File: src/ftfi_pkg.sv
// Shared types and constants for the fraction to Farey interval block.
// Used by the controller, the datapath and the top level.
package ftfi_pkg;

  localparam int unsigned DefWidth = 32;
  localparam int unsigned FieldW   = 32;

  typedef enum logic [3:0] {
    ST_IDLE,
    ST_CHECK,
    ST_GCD_DIV,
    ST_GCD_STEP,
    ST_RED_N,
    ST_RED_D,
    ST_WALK,
    ST_WALK_DIV,
    ST_WALK_MUL,
    ST_DONE
  } ftfi_state_t;

  // divider operand selection
  typedef enum logic [2:0] {
    DSEL_GCD,
    DSEL_RED_N,
    DSEL_RED_D,
    DSEL_WALK_X,
    DSEL_WALK_Y
  } ftfi_dsel_t;

  typedef struct packed {
    logic       load;
    logic       div_start;
    ftfi_dsel_t dsel;
    logic       gcd_step;
    logic       red_n;
    logic       red_d;
    logic       walk_init;
    logic       walk_mul;
    logic       publish;
  } ftfi_cmd_t;

  typedef struct packed {
    logic zero_in;
    logic div_busy;
    logic gcd_done;
    logic walk_done;
    logic x_gt_y;
  } ftfi_sts_t;

endpackage

File: src/ftfi_ctrl.sv
// Controller: sequences GCD, reduction and the tree walk; owns the handshakes.
// Depends on ftfi_pkg.
module ftfi_ctrl import ftfi_pkg::*; (
  input  logic      clk,
  input  logic      rst_n,
  input  logic      in_valid,
  output logic      in_stall,
  output logic      out_valid,
  input  logic      out_stall,
  input  ftfi_sts_t sts,
  output ftfi_cmd_t cmd
);
  ftfi_state_t state_r, state_nxt;
  logic        ov_r, ov_nxt;
  logic        pub;

  // next state
  always_comb begin
    state_nxt = state_r;
    unique case (state_r)
      ST_IDLE:     if (in_valid) state_nxt = ST_CHECK;
      ST_CHECK:    state_nxt = sts.zero_in ? ST_DONE :
                               (sts.gcd_done ? ST_RED_N : ST_GCD_DIV);
      ST_GCD_DIV:  if (!sts.div_busy) state_nxt = ST_GCD_STEP;
      ST_GCD_STEP: state_nxt = ST_CHECK;
      ST_RED_N:    if (!sts.div_busy) state_nxt = ST_RED_D;
      ST_RED_D:    if (!sts.div_busy) state_nxt = ST_WALK;
      ST_WALK:     state_nxt = sts.walk_done ? ST_DONE : ST_WALK_DIV;
      ST_WALK_DIV: if (!sts.div_busy) state_nxt = ST_WALK_MUL;
      ST_WALK_MUL: state_nxt = ST_WALK;
      ST_DONE:     if (!ov_r || !out_stall) state_nxt = ST_IDLE;
      default:     state_nxt = ST_IDLE;
    endcase
  end

  // outputs
  always_comb begin
    cmd = '0;
    cmd.dsel = DSEL_GCD;
    unique case (state_r)
      ST_IDLE:     cmd.load = in_valid;
      ST_CHECK:    begin
        cmd.div_start = !sts.zero_in;
        cmd.dsel = sts.gcd_done ? DSEL_RED_N : DSEL_GCD;
      end
      ST_GCD_DIV:  cmd.dsel = DSEL_GCD;
      ST_GCD_STEP: cmd.gcd_step = 1'b1;
      ST_RED_N:    begin
        // take the reduced numerator, start the denominator division
        cmd.dsel = DSEL_RED_D;
        cmd.red_n = !sts.div_busy;
        cmd.div_start = !sts.div_busy;
      end
      ST_RED_D:    begin
        cmd.dsel = DSEL_RED_D;
        cmd.red_d = !sts.div_busy;
        cmd.walk_init = !sts.div_busy;
      end
      ST_WALK:     begin
        cmd.dsel = sts.x_gt_y ? DSEL_WALK_X : DSEL_WALK_Y;
        cmd.div_start = !sts.walk_done;
      end
      ST_WALK_DIV: cmd.dsel = sts.x_gt_y ? DSEL_WALK_X : DSEL_WALK_Y;
      ST_WALK_MUL: cmd.walk_mul = 1'b1;
      ST_DONE:     cmd.publish = !ov_r || !out_stall;
      default:     cmd = '0;
    endcase
  end

  assign pub = cmd.publish;

  // hold result valid until taken
  always_comb begin
    ov_nxt = ov_r;
    if (ov_r && !out_stall) ov_nxt = 1'b0;
    if (pub) ov_nxt = 1'b1;
  end

  always_ff @(posedge clk) begin
    if (!rst_n) begin
      state_r <= ST_IDLE;
      ov_r    <= 1'b0;
    end else begin
      state_r <= state_nxt;
      ov_r    <= ov_nxt;
    end
  end

  assign in_stall  = (state_r != ST_IDLE);
  assign out_valid = ov_r;
endmodule
File: config.mk
export PLATFORM = sky130hd
export DESIGN_NAME = ftfi_ctrl
export DESIGN_NICKNAME = d
export VERILOG_FILES = /design/src/ftfi_pkg.sv /design/src/ftfi_ctrl.sv
export SDC_FILE = /design/constraint.sdc
export NUM_CORES = 1
export LEC_CHECK = 0
export BUFFER_PORTS_ARGS = -buffer_cell sky130_fd_sc_hd__buf_2
export CORE_AREA = 2 2 39 41
export DETAILED_ROUTE_END_ITERATION = 8
export DIE_AREA = 0 0 41 43
export PLACE_DENSITY = 0.75
export SYNTH_ARGS = -nofsm -noshare
export SYNTH_HDL_FRONTEND = slang
export SYNTH_SLANG_ARGS = --single-unit
File: constraint.sdc
create_clock -name clk -period 1.55 [get_ports clk]
set_clock_uncertainty 0.2 [all_clocks]
set_input_delay 0.2325 -clock clk [delete_from_list [all_inputs] [get_ports clk]]
set_output_delay 0.2325 -clock clk [all_outputs]
set_load 0.05 [all_outputs]
==> results of run 1 <==
-- final timing paths --
check / endpoint / start / cells past startpoint / slack, ps
min reg2reg: out_valid$_SDFFE_PN0P_ / out_valid$_SDFFE_PN0P_ / 2 / 310
min: state_r[3]$_SDFFE_PN0P_ / rst_n / 2 / 90
max reg2reg: state_r[2]$_SDFFE_PN0P_ / state_r[2]$_SDFFE_PN0P_ / 4 / -170
max: cmd[9] / state_r[1]$_SDFFE_PN0P_ / 5 / -240
-- power groups by stage --
stage	logic (mW)	registers [mW]	clock network (mW)
after floorplan	0.958	0.195	0
after global placement	1.20	0.216	0
after detailed placement	1.22	0.221	0
after CTS	1.48	0.243	0.154
after global routing	1.79	0.262	0.159
final	1.71	0.252	0.149
-- placed cells by master (no fill, tap or decap), drive strengths merged, types with 3 or more instances in the layout --
cell / n
a21oi: 5
dfxtp: 5
clkbuf: 4
nor2: 8
o221ai: 3
inv: 5
nor3b: 4
o21a: 3
buf: 48
nand2: 4
-- worst reg2reg max path, cell delays in order (launching register included) --
cell and delay, ps:
dfxtp_4 360, or4bb_1 500, o211a_2 190, o221ai_2 200, o311a_1 200
-- routing by layer --
metal	track usage, %	vias up	part of all wire [%]
li1	-	361	-
met1	36.7	371	40
met2	43.1	26	53
met3	2.62	10	2.7
met4	8.00	0	4.1
met5	0	-	0
-- area by class of cell --
type                    instances  area [µm²]
clock buffers                   4        26.3
repair buffers                 48         420
multi-input cells              54         563
well taps                      16        20.0
fillers                        70         218
flip-flops and latches          5         113
inverters                       5        23.8
-- cell families (layout without fill, tap and decap cells) --
kind of cell / Yosys count / after routing / synth area share [%]
compound gates: 22 / 22 / 31.8
xor+xnor: 1 / 1 / 1.65
buf+inv: 14 / 57 / 13.7
flops: 5 / 5 / 18.9
mux: 1 / 1 / 1.89
simple gates: 30 / 30 / 32.1
-- per-stage QoR --
step | instances | power (mW) | utilization [%]
after global placement | 119 | 1.41 | 60.8
after detailed placement | 119 | 1.44 | 60.8
after global routing | 132 | 2.21 | 84.3
after CTS | 130 | 1.88 | 77.4
final | 132 | 2.11 | 84.3
after floorplan | 73 | 1.15 | -
-- sequential cells by signal, summed over array words and instances (netlist names) --
| register | cells |
|---|---|
| out_valid | 1 |
| state_r | 4 |
-- what timing repair did --
item | 4_1_cts | 5_1_grt
hold endpoints to repair | 0 | 0
pin swaps | 4 | 8
setup endpoints to repair | 15 | 16
resized for setup | 45 | 21
buffers inserted | 7 | 2
==> results.cfg, run 1 <==
[floorplan]
dieArea_mm2 = 0.00176
start_util_pct = 38.3
fp.dieW_um = 41
row_count = 14
die_y_um = 43
ios = 22
core_area_mm2 = 0.00138

[timing]
setup_slack_ps = -237
finalHoldViolCount = 0
fmax_ghz = 0.560
setup_violations = 16
fin_crit_sh_pct = 115
max_slew_margin_pct = 82.1
rsz0062_at_grt = yes
period_needed_ps = 1790
tightest_slew_ps = 266
slew_viol_final = 0
setup_tns_ps = -2440
hold-worst-slack_ps = 86.0

[pwr]
p_leak_nw = 0.489
seq_power_share_pct = 11.9
power.density_mw_per_mm2 = 1810
p_sw_mw = 1.04
combinationalPowerShare_pct = 81.0
clockPowerShare_pct = 7.0
p_sw_share_pct = 49.0
p_int_mw = 1.08
ir_drop_mv = 1.27

[synthesis]
synth_top_cell_by_area = dfxtp_1
yosysMostFrequentCell = nor2_1
synth_area_um2 = 531
ys_seq_area_share_pct = 18.9
synth_ff_type = dfxtp_1
syn_inst = 73
ys_top_cells_by_area = dfxtp_1, nor2_1, nor3b_1
synth_top_area_share_pct = 18.9
synth_edf_count = 0
synth_cell_types = 36
yosys_warnings = 0
postSynthAreaPerCell_um2 = 7.27
synthesis.nets = 82
synth_common_cells = nor2_1, a21oi_1, dfxtp_1, inv_1
ys_ff_latch = 5
async_flop_share_pct = 0

[worst_setup_path]
cp.buffers_inverters = 2
cp_max_fo = 5
slowest_stage = dfxtp_4
critical_path_arrival_ps = 1350
end_kind = output port
cpMostUsedCell = buf_6
cp_cell_sequence = buf_6 -> mux2i_2 -> a32oi_2 -> nor2_4 -> buf_6
critPathLaunchType = register
cp.required_ps = 1120
crit_family = flip-flops
slowest_delay_ps = 360
critical_path_class = register to output port

[detailed_routing]
viasPerCell = 5.82
wl_per_cell_um = 16.8
drt_iter0_drc = 8
ant_nets = 0
drcViolationCount = 0
totalWireLength_mm = 2.22
dr.pass1.iters = 4
vias = 768

[outcome]
status = finished with violations
violations = negative setup slack

[flow_run]
cap_viol_max_count = 0

[finish]
area_delta_synth_final_pct = 120
fin_nets = 126
diodes = 0
drive_above_1_share_pct = 73.3
fin_area_mm2 = 0.00117

[placement]
place_area_um2 = 841
place_ws_ps = -106
port_buffers = 21
place_congestion = 0.861
hpwlAfterDp_mm = 1.27

[cts]
cts.sinks = 5
htreeDepth = 1
hold_buffers = 0
cts-root-buf = clkbuf_4
path_clk_slew_ps = 40
numCtsBuffers = 3
worstSkewPairLatency_ps = 240
clockBufferDepth = 2
cts_tree = done

[worst_hold_path]
min_path_type = input pin to register

[global_routing]
overflow = 0
grt_first_pass_wirelength_mm = 3.34
grt_max_degree = 9
grtUsageTotal_pct = 27.0
antenna_found_initial = 0
grt_pass1_vias = 730
Note: power is estimated with default switching activity, not from simulation.
==> run 2, diff against run 1 <==
--- a/config.mk
+++ b/config.mk
@@ -6,9 +6,10 @@
 export NUM_CORES = 1
 export LEC_CHECK = 0
 export BUFFER_PORTS_ARGS = -buffer_cell sky130_fd_sc_hd__buf_2
-export CORE_AREA = 2 2 39 41
+export CELL_PAD_IN_SITES_DETAIL_PLACEMENT = 0
+export CELL_PAD_IN_SITES_GLOBAL_PLACEMENT = 2
+export CORE_UTILIZATION = 21
 export DETAILED_ROUTE_END_ITERATION = 8
-export DIE_AREA = 0 0 41 43
 export PLACE_DENSITY = 0.75
 export SYNTH_ARGS = -nofsm -noshare
 export SYNTH_HDL_FRONTEND = slang
==> results.cfg, run 2 (synthesis results as in run 1) <==
[outcome]
status = finished with violations
violations = negative setup slack

[timing]
slew_viol_final = 0
tightest_slew_ps = 288
finalHoldViolCount = 0
rsz0062_at_grt = yes
setup_slack_ps = -277
setup_violations = 15
fin_crit_sh_pct = 118
max_slew_margin_pct = 80.7
hold-worst-slack_ps = 66.1
fmax_ghz = 0.547
period_needed_ps = 1830

[cts]
clockBufferDepth = 2
path_clk_slew_ps = 50
hold_buffers = 0
htreeDepth = 1
numCtsBuffers = 3
cts.sinks = 5
worstSkewPairLatency_ps = 250
cts-root-buf = clkbuf_4
cts_tree = done

[floorplan]
fp.dieW_um = 52.3
start_util_pct = 23.1
die_y_um = 52.3
row_count = 17
core_area_mm2 = 0.00230
ios = 22
dieArea_mm2 = 0.00273

[global_routing]
grtUsageTotal_pct = 14.2
grt_first_pass_wirelength_mm = 2.85
overflow = 0
grt_max_degree = 11
antenna_found_initial = 0
grt_pass1_vias = 655

[finish]
final_util_pct = 48.3
fin_nets = 127
most-common-layout-cells = buf_4, buf_6, buf_2
fin_area_mm2 = 0.00111
drive_above_1_share_pct = 65.8
area_delta_synth_final_pct = 109
top_register = state_r
largest_reg_flops = 4
stdcell_count = 145
final_common_cell = buf_4
diodes = 0

[detailed_routing]
wl_per_cell_um = 12.8
totalWireLength_mm = 1.85
dr.pass1.iters = 4
viasPerCell = 4.90
ant_nets = 0
drt_iter0_drc = 12
vias = 711
drcViolationCount = 0

[pwr]
ir_drop_mv = 0.840
power.density_mw_per_mm2 = 1770
power_mw = 1.96
p_leak_nw = 0.462

[worst_hold_path]
holdPathStages = 2
min_path_type = input pin to register

[placement]
hpwlAfterDp_mm = 1.33
dp.cells = 135
place_area_um2 = 911
port_buffers = 21
place_congestion = 0.814

[worst_setup_path]
cp.required_ps = 1120
critical_path_class = register to output port
slowest_delay_ps = 390
r2r-end = state_r[3]$_SDFFE_PN0P_
r2r_slack_ps = -140
end_kind = output port
setup.worst_path.start = state_r[1]$_SDFFE_PN0P_
reg2reg_from = state_r[2]$_SDFFE_PN0P_
ff2ff_path_depth = 4
critical_path_arrival_ps = 1390
crit_end = cmd[9]
slowest_stage = dfxtp_4
cp_cell_sequence = buf_4 -> mux2i_2 -> a32oi_2 -> nor2_4 -> buf_8
cp_max_fo = 8
critPathLaunchType = register

[flow_run]
cap_viol_max_count = 0
==> run 2: report_power, final <==
part / internal [mW] / total (mW) / switching, mW
logic: 0.754 / 1.55 / 0.792
registers: 0.182 / 0.256 / 0.0738
clock network: 0.0977 / 0.158 / 0.0599
==> run 2: layout make-up <==
cell class,instances,area (µm²)
multi-input cells,54,493
well taps,28,35.0
fillers,217,1190
flip-flops and latches,5,113
inverters,5,18.8
repair buffers,49,423
clock buffers,4,26.3
==> run 2: repair_timing <==
| action | 4_1_cts | 5_1_grt |
|---|---|---|
| pin swaps | 3 | 2 |
| resized for setup | 32 | 7 |
| setup buffers | 5 | 2 |
| endpoints found under the setup margin | 16 | 16 |
==> run 2: worst max-delay path, delay by kind of cell (launching register included) <==
kind	cells	cell delay (ps)
flip-flops	1	390
buffers and inverters	2	280
multiplexers	1	210
AO/OA/AOI/OAI	1	150
AND/OR/NAND/NOR	1	110
==> run 2: routing by layer <==
layer / share of wire (%) / track usage [%] / up-vias
met5: 0 / 0 / -
li1: - / - / 357
met3: 3.0 / 4.35 / 2
met2: 51 / 24.6 / 14
met1: 45 / 17.3 / 338
met4: 1.0 / 2.63 / 0
==> run 2: metrics by stage <==
step           TNS, ps  worst slack, ps
6_report         -2760             -277
5_1_grt          -3570             -326
4_1_cts          -2720             -250
3_5_place_dp     -1580             -183
3_3_place_gp     -1200             -133
2_1_floorplan    -1620             -375
==> run 2: how the worst min path moves through the flow <==
stage,start,end
2_1_floorplan,rst_n,state_r[3]$_SDFFE_PN0P_
3_3_place_gp,out_valid$_SDFFE_PN0P_,out_valid$_SDFFE_PN0P_
3_5_place_dp,out_valid$_SDFFE_PN0P_,out_valid$_SDFFE_PN0P_
4_1_cts,rst_n,state_r[2]$_SDFFE_PN0P_
5_1_grt,rst_n,state_r[2]$_SDFFE_PN0P_
6_report,rst_n,state_r[3]$_SDFFE_PN0P_
==> run 3, diff against run 2 <==
--- a/config.mk
+++ b/config.mk
@@ -10,7 +10,9 @@
 export CELL_PAD_IN_SITES_GLOBAL_PLACEMENT = 2
 export CORE_UTILIZATION = 21
 export DETAILED_ROUTE_END_ITERATION = 8
-export PLACE_DENSITY = 0.75
+export PLACE_DENSITY = 0.71
+export SKIP_CTS_REPAIR_TIMING = 1
 export SYNTH_ARGS = -nofsm -noshare
 export SYNTH_HDL_FRONTEND = slang
 export SYNTH_SLANG_ARGS = --single-unit
+export TNS_END_PERCENT = 30
==> results.cfg, run 3 (synthesis results as in run 1) <==
[flow_run]
cap_viol_max_count = 0

[timing]
tightest_slew_ps = 277
setup_slack_ps = -273
fin_crit_sh_pct = 118
hold-worst-slack_ps = 71.0
setup_violations = 15
slew_viol_final = 0
fmax_ghz = 0.548
period_needed_ps = 1820
max_slew_margin_pct = 81.4
rsz0062_at_grt = yes
finalHoldViolCount = 0

[detailed_routing]
dr.pass1.iters = 4
drcViolationCount = 0
vias = 672
wl_per_cell_um = 11.9
ant_nets = 0
totalWireLength_mm = 1.65
viasPerCell = 4.87
drt_iter0_drc = 12

[cts]
clockBufferDepth = 2
path_clk_slew_ps = 40
cts-root-buf = clkbuf_4
numCtsBuffers = 3
cts.sinks = 5
worstSkewPairLatency_ps = 240
cts_tree = done
htreeDepth = 1

[worst_setup_path]
cpMostUsedCell = buf_6
slowest_delay_ps = 340
cp.depth = 4
critical_path_class = register to output port
critPathLaunchType = register
end_kind = output port
cp_max_fo = 6
ff2ff_path_depth = 4
crit_family = buffers and inverters
cp.buffers_inverters = 3
slowest_stage = dfxtp_2
cp_cell_sequence = buf_6 -> buf_12 -> nor4_4 -> buf_6
cp.required_ps = 1120
critical_path_arrival_ps = 1390

[pwr]
power_mw = 1.72
combinationalPowerShare_pct = 76.7
p_int_mw = 0.882
seq_power_share_pct = 14.7
p_leak_nw = 0.422
power.density_mw_per_mm2 = 1720
ir_drop_mv = 0.780
clockPowerShare_pct = 8.6
p_sw_share_pct = 48.9
p_sw_mw = 0.843

[placement]
place_congestion = 0.770
hpwlAfterDp_mm = 1.27
port_buffers = 21

[outcome]
status = finished with violations
violations = negative setup slack

[global_routing]
grt_pass1_vias = 624
overflow = 0
antenna_found_initial = 0
grt_first_pass_wirelength_mm = 2.62
grt.met3_usage_pct = 3.48
top_usage_layer = met2
met2_usage_pct = 20.7
use_met1_pct = 16.6
grtUsageTotal_pct = 12.7
grt_max_degree = 14

[floorplan]
die_y_um = 52.3
row_count = 17
start_util_pct = 23.1
ios = 22
core_area_mm2 = 0.00230
dieArea_mm2 = 0.00273
fp.dieW_um = 52.3

[finish]
largest_reg_flops = 4
fin_nets = 120
drive_above_1_share_pct = 61.8
diodes = 0
final_common_cell = buf_4
most-common-layout-cells = buf_4, buf_6, buf_2
top_register = state_r
area_delta_synth_final_pct = 88.7

[worst_hold_path]
holdPathStages = 2
min_path_type = input pin to register
[run 3: cell types whose count changed in the layout (fill, tap and decap cells not counted), moves of 2 or more]
cell,before,now
buf_4,26,17
buf_6,10,13
a21oi_2,1,3
buf_8,2,0
nor2_1,4,6
[run 3: final timing paths]
path                      startpoint                      end  slack, ps
max          state_r[1]$_SDFFE_PN0P_                   cmd[3]       -270
min reg2reg   out_valid$_SDFFE_PN0P_   out_valid$_SDFFE_PN0P_        330
max reg2reg  state_r[1]$_SDFFE_PN0P_  state_r[3]$_SDFFE_PN0P_       -150
min                            rst_n  state_r[2]$_SDFFE_PN0P_         70
[run 3: power by group through the flow]
stage | combinational [mW] | clock (mW) | sequential (mW)
global placement | 1.18 | 0 | 0.236
finish | 1.32 | 0.149 | 0.253
CTS | 1.19 | 0.157 | 0.231
global route | 1.41 | 0.175 | 0.262
detailed placement | 1.19 | 0 | 0.235
floorplan | 0.899 | 0 | 0.195
[run 3: layout make-up]
type | count | area (µm²)
clock buffer | 4 | 26.3
fill | 234 | 1300
inverter | 5 | 18.8
multi-input combinational | 54 | 457
sequential | 5 | 113
tap | 28 | 35.0
timing repair buffer | 42 | 352
[run 3: stage by stage]
step / instance area, µm² / std cells / util, % / TNS (ps) / setup WS, ps
final: 1000 / 138 / 43.6 / -2430 / -273
after global routing: 1000 / 138 / 43.6 / -3670 / -349
after CTS: 878 / 136 / 38.2 / -4240 / -365
after detailed placement: 852 / 132 / 37.1 / -1050 / -162
after global placement: 852 / 132 / 37.1 / -994 / -115
after floorplan: 643 / 73 / - / -2680 / -375
[run 3: per-layer routing]
| layer | routed length [µm] | vias to the layer above | part of all wire [%] |
|---|---|---|---|
| li1 | - | 346 | - |
| met1 | 766 | 317 | 47 |
| met2 | 818 | 9 | 50 |
| met3 | 59 | 0 | 3.6 |
| met4 | 0 | 0 | 0 |
| met5 | 0 | - | 0 |
